File: src/rtl/hgd_pkg.sv
// ----------------------------------------------------------------------------
// hgd_pkg
// Shared types and constants for the Hamming (31,26) group decoder.
// ----------------------------------------------------------------------------
package hgd_pkg;

  // Codeword layout
  localparam int CW_W        = 31;
  localparam int DATA_W      = 26;
  localparam int PAR_W       = 5;

  // Group layout
  localparam int GROUP_WORDS = 4;
  localparam int HELD_WORDS  = GROUP_WORDS - 1;
  localparam int GROUP_BITS  = GROUP_WORDS * DATA_W;
  localparam int BYTE_W      = 8;
  localparam int GROUP_BYTES = GROUP_BITS / BYTE_W;
  localparam int COUNT_W     = 3;
  localparam int WPOS_W      = $clog2(GROUP_WORDS);
  localparam int BIDX_W      = $clog2(GROUP_BYTES);

  // Default depth of the queue between front and back
  localparam int QUEUE_DEPTH_DEF = 2;

  // Parity check masks, one per syndrome bit
  localparam logic [DATA_W-1:0] SYN_MASK [PAR_W] = '{
    26'd44739931, 26'd53687917, 26'd63162254, 26'd66848752, 26'd67106816
  };

  // One finished group as it travels from front to back
  typedef struct packed {
    logic [GROUP_BITS-1:0] bits;
    logic [COUNT_W-1:0]    count;
  } group_t;

endpackage

File: src/rtl/hgd_front.sv
// ----------------------------------------------------------------------------
// hgd_front
// Accepts codewords, corrects each word and collects groups of four words.
// ----------------------------------------------------------------------------
module hgd_front
  import hgd_pkg::*;
(
  input  logic            clk,
  input  logic            rst_n,
  input  logic            in_valid,
  output logic            in_stall,
  input  logic [CW_W-1:0] in_codeword,
  output logic            push,
  output group_t          push_group,
  input  logic            q_full
);

  logic [DATA_W-1:0] held_r [HELD_WORDS];
  logic [WPOS_W-1:0] wpos_r, wpos_nxt;
  logic [1:0]        tally_r, tally_nxt;

  logic [PAR_W-1:0]  syn;
  logic [DATA_W-1:0] flip;
  logic [DATA_W-1:0] data;
  logic              hit;
  logic              accept;
  logic              last_word;

  // Syndrome from the fixed masks and received parity
  always_comb begin
    for (int k = 0; k < PAR_W; k++) begin
      syn[k] = ^(in_codeword[DATA_W-1:0] & SYN_MASK[k]) ^ in_codeword[DATA_W+k];
    end
  end

  // Map syndrome to a data bit; parity positions and zero flip nothing
  always_comb begin
    flip = '0;
    if (syn == 5'd3) begin
      flip[0] = 1'b1;
    end else if (syn > 5'd4 && syn < 5'd8) begin
      flip[syn - 5'd4] = 1'b1;
    end else if (syn > 5'd8 && syn < 5'd16) begin
      flip[syn - 5'd5] = 1'b1;
    end else if (syn > 5'd16) begin
      flip[syn - 5'd6] = 1'b1;
    end
  end

  assign data = in_codeword[DATA_W-1:0] ^ flip;
  assign hit  = (syn != '0);

  // Only the group-closing word needs room in the queue
  assign last_word = (wpos_r == WPOS_W'(HELD_WORDS));
  assign in_stall  = last_word & q_full;
  assign accept    = in_valid & ~in_stall;
  assign push      = accept & last_word;

  assign push_group.bits  = {data, held_r[2], held_r[1], held_r[0]};
  assign push_group.count = COUNT_W'({1'b0, tally_r}) + COUNT_W'(hit);

  // Word position and correction tally
  always_comb begin
    wpos_nxt  = wpos_r;
    tally_nxt = tally_r;
    if (accept) begin
      if (last_word) begin
        wpos_nxt  = '0;
        tally_nxt = '0;
      end else begin
        wpos_nxt  = wpos_r + 1'b1;
        tally_nxt = tally_r + 2'(hit);
      end
    end
  end

  always_ff @(posedge clk) begin
    if (!rst_n) begin
      wpos_r  <= '0;
      tally_r <= '0;
    end else begin
      wpos_r  <= wpos_nxt;
      tally_r <= tally_nxt;
    end
  end

  // Held words of the group
  always_ff @(posedge clk) begin
    if (accept && !last_word) begin
      held_r[wpos_r[1:0]] <= data;
    end
  end

endmodule

File: src/rtl/hgd_queue.sv
// ----------------------------------------------------------------------------
// hgd_queue
// Small FIFO of finished groups between the front and back stages.
// ----------------------------------------------------------------------------
module hgd_queue
  import hgd_pkg::*;
#(
  parameter int DEPTH = QUEUE_DEPTH_DEF
) (
  input  logic   clk,
  input  logic   rst_n,
  input  logic   push,
  input  group_t push_group,
  output logic   full,
  input  logic   pop,
  output logic   empty,
  output group_t head
);

  localparam int PTR_W = (DEPTH > 1) ? $clog2(DEPTH) : 1;
  localparam int CNT_W = $clog2(DEPTH + 1);

  group_t             mem [DEPTH];
  logic [PTR_W-1:0]   wr_r, wr_nxt;
  logic [PTR_W-1:0]   rd_r, rd_nxt;
  logic [CNT_W-1:0]   cnt_r, cnt_nxt;

  assign full  = (cnt_r == CNT_W'(DEPTH));
  assign empty = (cnt_r == '0);
  assign head  = mem[rd_r];

  // Pointer and fill count update
  always_comb begin
    wr_nxt  = wr_r;
    rd_nxt  = rd_r;
    cnt_nxt = cnt_r;
    if (push) begin
      wr_nxt = (wr_r == PTR_W'(DEPTH - 1)) ? '0 : wr_r + 1'b1;
    end
    if (pop) begin
      rd_nxt = (rd_r == PTR_W'(DEPTH - 1)) ? '0 : rd_r + 1'b1;
    end
    if (push && !pop) begin
      cnt_nxt = cnt_r + 1'b1;
    end else if (pop && !push) begin
      cnt_nxt = cnt_r - 1'b1;
    end
  end

  always_ff @(posedge clk) begin
    if (!rst_n) begin
      wr_r  <= '0;
      rd_r  <= '0;
      cnt_r <= '0;
    end else begin
      wr_r  <= wr_nxt;
      rd_r  <= rd_nxt;
      cnt_r <= cnt_nxt;
    end
  end

  // Entry storage
  always_ff @(posedge clk) begin
    if (push) begin
      mem[wr_r] <= push_group;
    end
  end

endmodule

File: src/rtl/hgd_back.sv
// ----------------------------------------------------------------------------
// hgd_back
// Drains one group at a time as thirteen registered output bytes.
// ----------------------------------------------------------------------------
module hgd_back
  import hgd_pkg::*;
(
  input  logic               clk,
  input  logic               rst_n,
  input  logic               q_empty,
  input  group_t             q_head,
  output logic               pop,
  output logic               out_valid,
  input  logic               out_stall,
  output logic [BYTE_W-1:0]  out_data_byte,
  output logic               out_last_byte,
  output logic [COUNT_W-1:0] out_corrected_count
);

  logic [GROUP_BITS-1:0] sh_r, sh_nxt;
  logic [COUNT_W-1:0]    cnt_r, cnt_nxt;
  logic [BIDX_W-1:0]     idx_r, idx_nxt;
  logic                  busy_r, busy_nxt;
  logic                  fire;
  logic                  at_last;

  assign fire    = busy_r & ~out_stall;
  assign at_last = (idx_r == BIDX_W'(GROUP_BYTES - 1));

  // Load a new group when idle or as the last byte leaves
  always_comb begin
    sh_nxt   = sh_r;
    cnt_nxt  = cnt_r;
    idx_nxt  = idx_r;
    busy_nxt = busy_r;
    pop      = 1'b0;
    if (!busy_r || (fire && at_last)) begin
      if (!q_empty) begin
        pop      = 1'b1;
        sh_nxt   = q_head.bits;
        cnt_nxt  = q_head.count;
        idx_nxt  = '0;
        busy_nxt = 1'b1;
      end else begin
        busy_nxt = 1'b0;
      end
    end else if (fire) begin
      sh_nxt  = sh_r >> BYTE_W;
      idx_nxt = idx_r + 1'b1;
    end
  end

  always_ff @(posedge clk) begin
    if (!rst_n) begin
      busy_r <= 1'b0;
    end else begin
      busy_r <= busy_nxt;
    end
  end

  // Payload registers
  always_ff @(posedge clk) begin
    sh_r  <= sh_nxt;
    cnt_r <= cnt_nxt;
    idx_r <= idx_nxt;
  end

  assign out_valid           = busy_r;
  assign out_data_byte       = sh_r[BYTE_W-1:0];
  assign out_last_byte       = at_last;
  assign out_corrected_count = cnt_r;

endmodule

File: src/rtl/hamming_31_26_group_decoder.sv
// ----------------------------------------------------------------------------
// hamming_31_26_group_decoder
// Hamming (31,26) decoder that packs four corrected words into 13 bytes.
// ----------------------------------------------------------------------------
// The input side takes one codeword per cycle, corrects it in the same
// cycle and holds it until four words form a group; only the fourth word of
// a group can stall, and only when the group queue (QUEUE_DEPTH entries) is
// full. The output side sends each group as 13 bytes, one per cycle while
// out_stall is low, from a registered shift stage, so the byte port limits
// the sustained rate. With the output side idle, the first byte of a group
// is valid once the group is written to the queue and then loaded into the
// shift register; it transfers when out_stall is low. Every byte carries
// the group's count of words with a nonzero syndrome; the thirteenth is
// flagged last.
module hamming_31_26_group_decoder
  import hgd_pkg::*;
#(
  parameter int QUEUE_DEPTH = QUEUE_DEPTH_DEF
) (
  input  logic               clk,
  input  logic               rst_n,
  input  logic               in_valid,
  output logic               in_stall,
  input  logic [CW_W-1:0]    in_codeword,
  output logic               out_valid,
  input  logic               out_stall,
  output logic [BYTE_W-1:0]  out_data_byte,
  output logic               out_last_byte,
  output logic [COUNT_W-1:0] out_corrected_count
);

  logic   push;
  logic   pop;
  logic   q_full;
  logic   q_empty;
  group_t push_group;
  group_t q_head;

  // Correction and group assembly
  hgd_front u_front (
    .clk         (clk),
    .rst_n       (rst_n),
    .in_valid    (in_valid),
    .in_stall    (in_stall),
    .in_codeword (in_codeword),
    .push        (push),
    .push_group  (push_group),
    .q_full      (q_full)
  );

  // Group queue
  hgd_queue #(
    .DEPTH (QUEUE_DEPTH)
  ) u_queue (
    .clk        (clk),
    .rst_n      (rst_n),
    .push       (push),
    .push_group (push_group),
    .full       (q_full),
    .pop        (pop),
    .empty      (q_empty),
    .head       (q_head)
  );

  // Byte serializer
  hgd_back u_back (
    .clk                 (clk),
    .rst_n               (rst_n),
    .q_empty             (q_empty),
    .q_head              (q_head),
    .pop                 (pop),
    .out_valid           (out_valid),
    .out_stall           (out_stall),
    .out_data_byte       (out_data_byte),
    .out_last_byte       (out_last_byte),
    .out_corrected_count (out_corrected_count)
  );

endmodule

File: config.mk
export PLATFORM = sky130hd
export DESIGN_NAME = hamming_31_26_group_decoder
export DESIGN_NICKNAME = d
export VERILOG_FILES = /design/src/rtl/hgd_pkg.sv /design/src/rtl/hgd_front.sv /design/src/rtl/hgd_queue.sv /design/src/rtl/hgd_back.sv /design/src/rtl/hamming_31_26_group_decoder.sv
export SDC_FILE = /design/constraint.sdc
export NUM_CORES = 1
export LEC_CHECK = 0
export BUFFER_PORTS_ARGS = -buffer_cell sky130_fd_sc_hd__buf_2
export CORE_ASPECT_RATIO = 0.9
export CORE_MARGIN = 1
export CORE_UTILIZATION = 61
export CTS_BUF_LIST = sky130_fd_sc_hd__clkbuf_8
export CTS_CLUSTER_SIZE = 10
export DETAILED_ROUTE_END_ITERATION = 7
export PLACE_DENSITY = 0.78
export SLEW_MARGIN = 0
export SYNTH_ARGS = -nofsm -noshare
export SYNTH_HDL_FRONTEND = slang
export SYNTH_SLANG_ARGS = --single-unit
File: constraint.sdc
create_clock -name clk -period 18.16 [get_ports clk]
set_clock_uncertainty 0.2 [all_clocks]
set_input_delay 2.724 -clock clk [delete_from_list [all_inputs] [get_ports clk]]
set_output_delay 2.724 -clock clk [all_outputs]
set_load 0.02 [all_outputs]
Word-level counts from Yosys, hierarchy flattened:

Memories as Yosys holds them, arrays and structs flattened. A register that Yosys moved wholly into a read port is not among the register bits.
Index checks and enable logic that the tools add are counted.
Widths: inputs -> output; s select.

* register bits: 120
* memory bits (writable): 292
* input bits: 35
* output and inout bits: 14
* logic and storage cells: 107
* memories kept: 2

* $add $sub $neg: 11
* order comparisons: 11
* equality and inequality tests: 5
* mux-type cells: 31
* bitwise gates (word level): 13
* reduce and logical (&&, ||, !) cells: 25

Memories
* u_queue.mem: words 2, bits a word 107, read ports 1, clocked after memory_dff 1, wr ports 1, RTL line hgd_queue.sv:23 `group_t mem [DEPTH];`
* u_front.held_r: words 3, bits a word 26, read ports 3, clocked after memory_dff 0, wr ports 1, RTL line hgd_front.sv:18 `logic [DATA_W-1:0] held_r [HELD_WORDS];`

Operator list (number)
* $mux 104: 3
* $reduce_xor 26->1: 5
* $mux 26: 3
* $xor 26x26->26: 1
* $mux 25: 1
* $lt 5x6->1 const B: 3
* $demux 1 s5: 3
* $ge 5x1->1 const B: 3
* $sub 5x3->5 const B: 3
* $mux 1: 14
* $mux 4: 3
* $logic_and 1x1->1: 9
* $mux 2: 4
* $eq 5x2->1 const B: 1
* $gt 5x3->1 const B: 1
* $gt 5x4->1 const B: 1
* $gt 5x5->1 const B: 1
* $lt 5x4->1 const B: 1
* $lt 5x5->1 const B: 1
* $reduce_bool 5->1: 1
* $xor 1x1->1: 5
* $add 2x1->2 const B: 2
* $add 4x1->4 const B: 1
* $and 1x1->1: 4
* 13 further kinds: 22

Longest topological paths before layout:

* word-level depth: 12
* gate-level depth with buffers: 12
* mapped depth without buffers: 11

Cells and area by module:

Synthesis repeated with hierarchy kept, for this count alone.

* cell total of the unflattened synthesis: 908
* area, all modules: 17448.0 um^2

Modules (own cells, without submodules)
* hgd_queue: instances 1, cells an instance 355, area each 8051.5 um^2, seq. area each 6526.3 um^2
* hgd_back: instances 1, cells an instance 255, area each 5170.0 um^2, seq. area each 3353.2 um^2
* hgd_front: instances 1, cells an instance 298, area each 4226.6 um^2, seq. area each 2422.3 um^2

Least setup slack after synthesis:

Ideal clock, no wire load.

* path kind: input to register
* from: input out_stall
* to: register u_back.idx_r[0], enable pin
* library setup time: 0.621 ns
* arrival time: 8.009 ns
* required time: 17.339 ns
* slack: 9.330 ns
* stages: 1
* buffers on the path: 0
* cell sequence: a22oi_1

* cells in the longest elaborated chain, start to end: 6
* elaborated cells on any way between the ends: 7
* those cells by class: eq/ne (1); bitwise (2); reduce/logical (4)

RTL lines
* from (decl): RTL line hamming_31_26_group_decoder.sv:26 `input logic out_stall,`
* $not 1->1 *: RTL line hgd_back.sv:27 `assign fire = busy_r & ~out_stall;`
* $and 1x1->1 *: RTL line hgd_back.sv:27
* $logic_and 1x1->1: RTL line hgd_back.sv:37 `if (!busy_r || (fire && at_last)) begin`
* $logic_or 1x1->1: RTL line hgd_back.sv:37
* $ne 2x2->1 (no source line) / $reduce_bool 2->1 (equally long branches)
* $reduce_and 2->1 (no source line) *
* to (signal assigned): RTL line hgd_back.sv:65 `idx_r <= idx_nxt;`
* to (decl): RTL line hgd_back.sv:22 `logic [BIDX_W-1:0] idx_r, idx_nxt;`

Mark *: on every way between the ends. The rest lies on a longest branch, timed or not.
A chain may end at the register's enable or synchronous reset.

==> summary.md <==
| Metric | Value |
|---|---|
| # resized after CTS | 0 |
| GPL Wtd Cong | 0.898 |
| Die X | 175 um |
| Total power | 0.00292 W |
| Area leader, netlist | edfxtp_1 |
| Logic pwr share | 28.5% |
| Vias per cell | 5.77 |
| Lkg Pwr | 6.18 nW |
| IO buf count | 48 |
| WP data required | 18,300 ps |
| Switching part of the total | 33.6% |
| Slew Viols, Final | 0 |
| First-pass GRT wire length | 47,700 um |
| Post-synth EDFFs | 403 |
| Fill count | 1,779 |
| CP Class | input pin to register |
| Syn_area_per_cell | 16.2 um2 |
| Vias in the first global route | 8,447 |
| Largest net degree at the start of global routing | 105 |
| DRC viols | 0 |
| Share of cells above drive strength 1 | 13.9% |
| Crit-path slowest cell | xnor3_1 |
| Hold Path Class | register to register |
| Ratio of final minimum period to clock period | 34.7% |
| Antenna violations before repair | 0 |
| Initial DRC count | 923 |
| Status | completed |
| CTS Buffer Depth | 3 |
| Critical Path Stages | 11 |
| # IOs | 49 |
| Wire per inst | 21.4 um |
| Setup Buffers After CTS | 0 |
| Hold_ws | 240 ps |
| Gr ovfl total | 0 |
| P&R area growth vs syn | 10.5% |
| Max-Cap Viols | 0 |
| Fin crit period | 6310 ps |
| Worst-path clk slew | 60 ps |
| WL final | 31,800 um |
| Dpl cell area | 0.0171 mm2 |
| Clock share of power | 23.7% |
| Yosys warns | 0 |
| Buf+Inv Stages, Crit Path | 2 |
| Post-route core utilization | 69.4% |
| Startpoint types | input pin |
| Post-Synthesis Cells | 1,015 |
| Number of H-tree levels | 2 |
| Fmax | 0.158 GHz |
| Total GRT Usage | 23.4% |
| Net Switching | 0.000979 W |
| Top FF cell, synth | edfxtp_1 |
| Mapped Nets | 1,065 |
| CP top delay family | XOR/XNOR gates |
| Total number of vias | 8,591 |
| CP Max Fanout | 15 |
| CP endpoint kind | register |
| Netlist cell types | 55 |
| Die area | 0.0277 mm2 |
| Die height | 158 um |
| Hold depth | 0 |
| Pwr dens | 160 mW/mm2 |
| Synth area leaders | edfxtp_1 (73%), mux2i_1 (6.4%), o21ai_0 (3.1%) |
| Top cell type's share of synthesized area | 73.4% |
| Worst slew pin tran | 1050 ps |
| CTS buffer count | 61 |
| Crit path cell chain | buf_2 -> xnor3_1 -> xor2_1 -> xnor3_1 -> inv_1 -> ha_1 -> nand2_1 -> a211oi_1 -> nor4b_1 -> a211oi_1 -> xnor2_1 |
| Pre-Repair DR Iteration Count | 5 |
| Relative slew slack | 29.9% |
| Final setup TNS | 0 ps |
| Starting density of the core | 62.8% |
| Final hold violations | 0 |
| Final #Nets | 1,142 |
| WP data arrival | 6450 ps |
| RSZ-0062 raised after global routing | no |
| ANT cells | 0 |
| Clk Latency, worst-skew pair | 600 ps |
| CTS sink cnt | 413 |
| Cts hold-fix bufs | 0 |
| CTS tree | built |
| Antenna-violating nets left | 0 |
| Int Power | 0.00194 W |
| VDD IR-drop max | 0.113 mV |
| Clock Tree Root | clkbuf_8 |
| Part of the power in registers | 47.8% |
| Cell area after synthesis | 0.0165 mm2 |
| HPWL Detailed | 18,900 um |
| Final setup viols | 0 |
| Register-to-Register Path Depth | 7 |
| Most frequent cells in the layout | edfxtp_1 (403), nand2_1 (117), mux2i_1 (105) |
| Seq/Total Area, Yosys | 74.6% |
| Max stage delay on crit path | 690 ps |
| Commonest non-fill, non-tap cell in the layout | edfxtp_1 |
| Row count | 56 |
| Core area | 0.0263 mm2 |
| Fin area | 0.0182 mm2 |
| Ys async rst share | 0% |
| Seq cells post-synth | 413 |
[layer usage]
metal / up-vias / wire, um / track usage (%)
met4: 0 / 602 / 6.71
met2: 324 / 14500 / 36.5
met3: 48 / 2280 / 4.66
met5: - / 0 / 0
met1: 4249 / 14400 / 34.0
li1: 3970 / - / -
[through the flow]
step	cells	setup slack [ps]
2_1_floorplan	1015	9330
3_3_place_gp	1377	11200
3_5_place_dp	1377	11380
4_1_cts	1488	12000
5_1_grt	1488	11780
6_report	1488	11850
[registers in the layout, summed over array words and instances (netlist names), named ones only]
name and cells:
u_queue.mem 214, u_back.sh_r 104, u_front.held_r 78, u_back.idx_r 4, u_back.out_corrected_count 3, u_front.tally_r 2
u_front.wpos_r 2, u_queue.cnt_r 2, u_back.out_valid 1, u_queue.rd_r 1, u_queue.wr_r 1
[synth_stat cells, drive strengths merged (2+ instances only)]
library cell / n
edfxtp: 403
nand2: 117
mux2i: 105
o21ai: 103
xnor2: 41
nor2: 37
clkbuf: 31
xnor3: 17
buf: 16
ha: 15
xor2: 15
inv: 12
dfxtp: 10
nor3: 10
a21oi: 9
and2: 8
a22oi: 7
nand3: 6
a32oi: 5
a21boi: 4
nor2b: 4
mux2: 3
or2: 3
or3: 3
a211oi: 2
a21o: 2
a22o: 2
a32o: 2
nand4: 2
nor4: 2
o21a: 2
o32ai: 2
xor3: 2
[logic make-up (layout without fill, tap and decap cells)]
family,after synthesis,after routing,share of synthesized area [%]
mux,108,108,6.58
compound gates,148,148,5.30
xor+xnor,75,75,5.71
simple gates,197,197,5.12
buf+inv,59,184,1.57
flops,413,413,74.6
fa+ha+maj,15,15,1.14
[final cells by class]
type / instances / area (um2) / area share [%]
Sequential cell: 413 / 12300 / 67.5
Multi-Input combinational cell: 543 / 3960 / 21.7
Clock buffer: 61 / 840 / 4.61
Tap cell: 348 / 435 / 2.39
Timing Repair Buffer: 61 / 338 / 1.85
Clock inverter: 50 / 302 / 1.65
Inverter: 12 / 45.0 / 0.247
[worst reg2reg max path: cells and delay by family (launching register included)]
family	cells	cell delay, ps
flip-flops	1	390
adder cells (fa/ha/maj)	1	190
buffers and inverters	3	1650
AND/OR/NAND/NOR	1	160
AO/OA/AOI/OAI	2	560
[worst paths after layout]
kind,start,endpoint,slack [ps]
setup / recovery,in_codeword[17],u_front.held_r[0][8],11850
hold / removal,u_front.held_r[0][23],u_queue.mem[1][26],240
setup reg to reg,u_back.idx_r[0],u_back.sh_r[30],14680
hold reg to reg,u_front.held_r[0][23],u_queue.mem[1][26],240
[power groups by stage]
stage,clock (W),sequential [W],combinational [W]
3_5_place_dp,0,0.00141,0.000819
6_report,0.000693,0.00139,0.000831
4_1_cts,0.000707,0.00140,0.000824
2_1_floorplan,0,0.00142,0.000596
5_1_grt,0.000743,0.00141,0.000899
3_3_place_gp,0,0.00141,0.000826
Power figures use the tool's default switching activity.
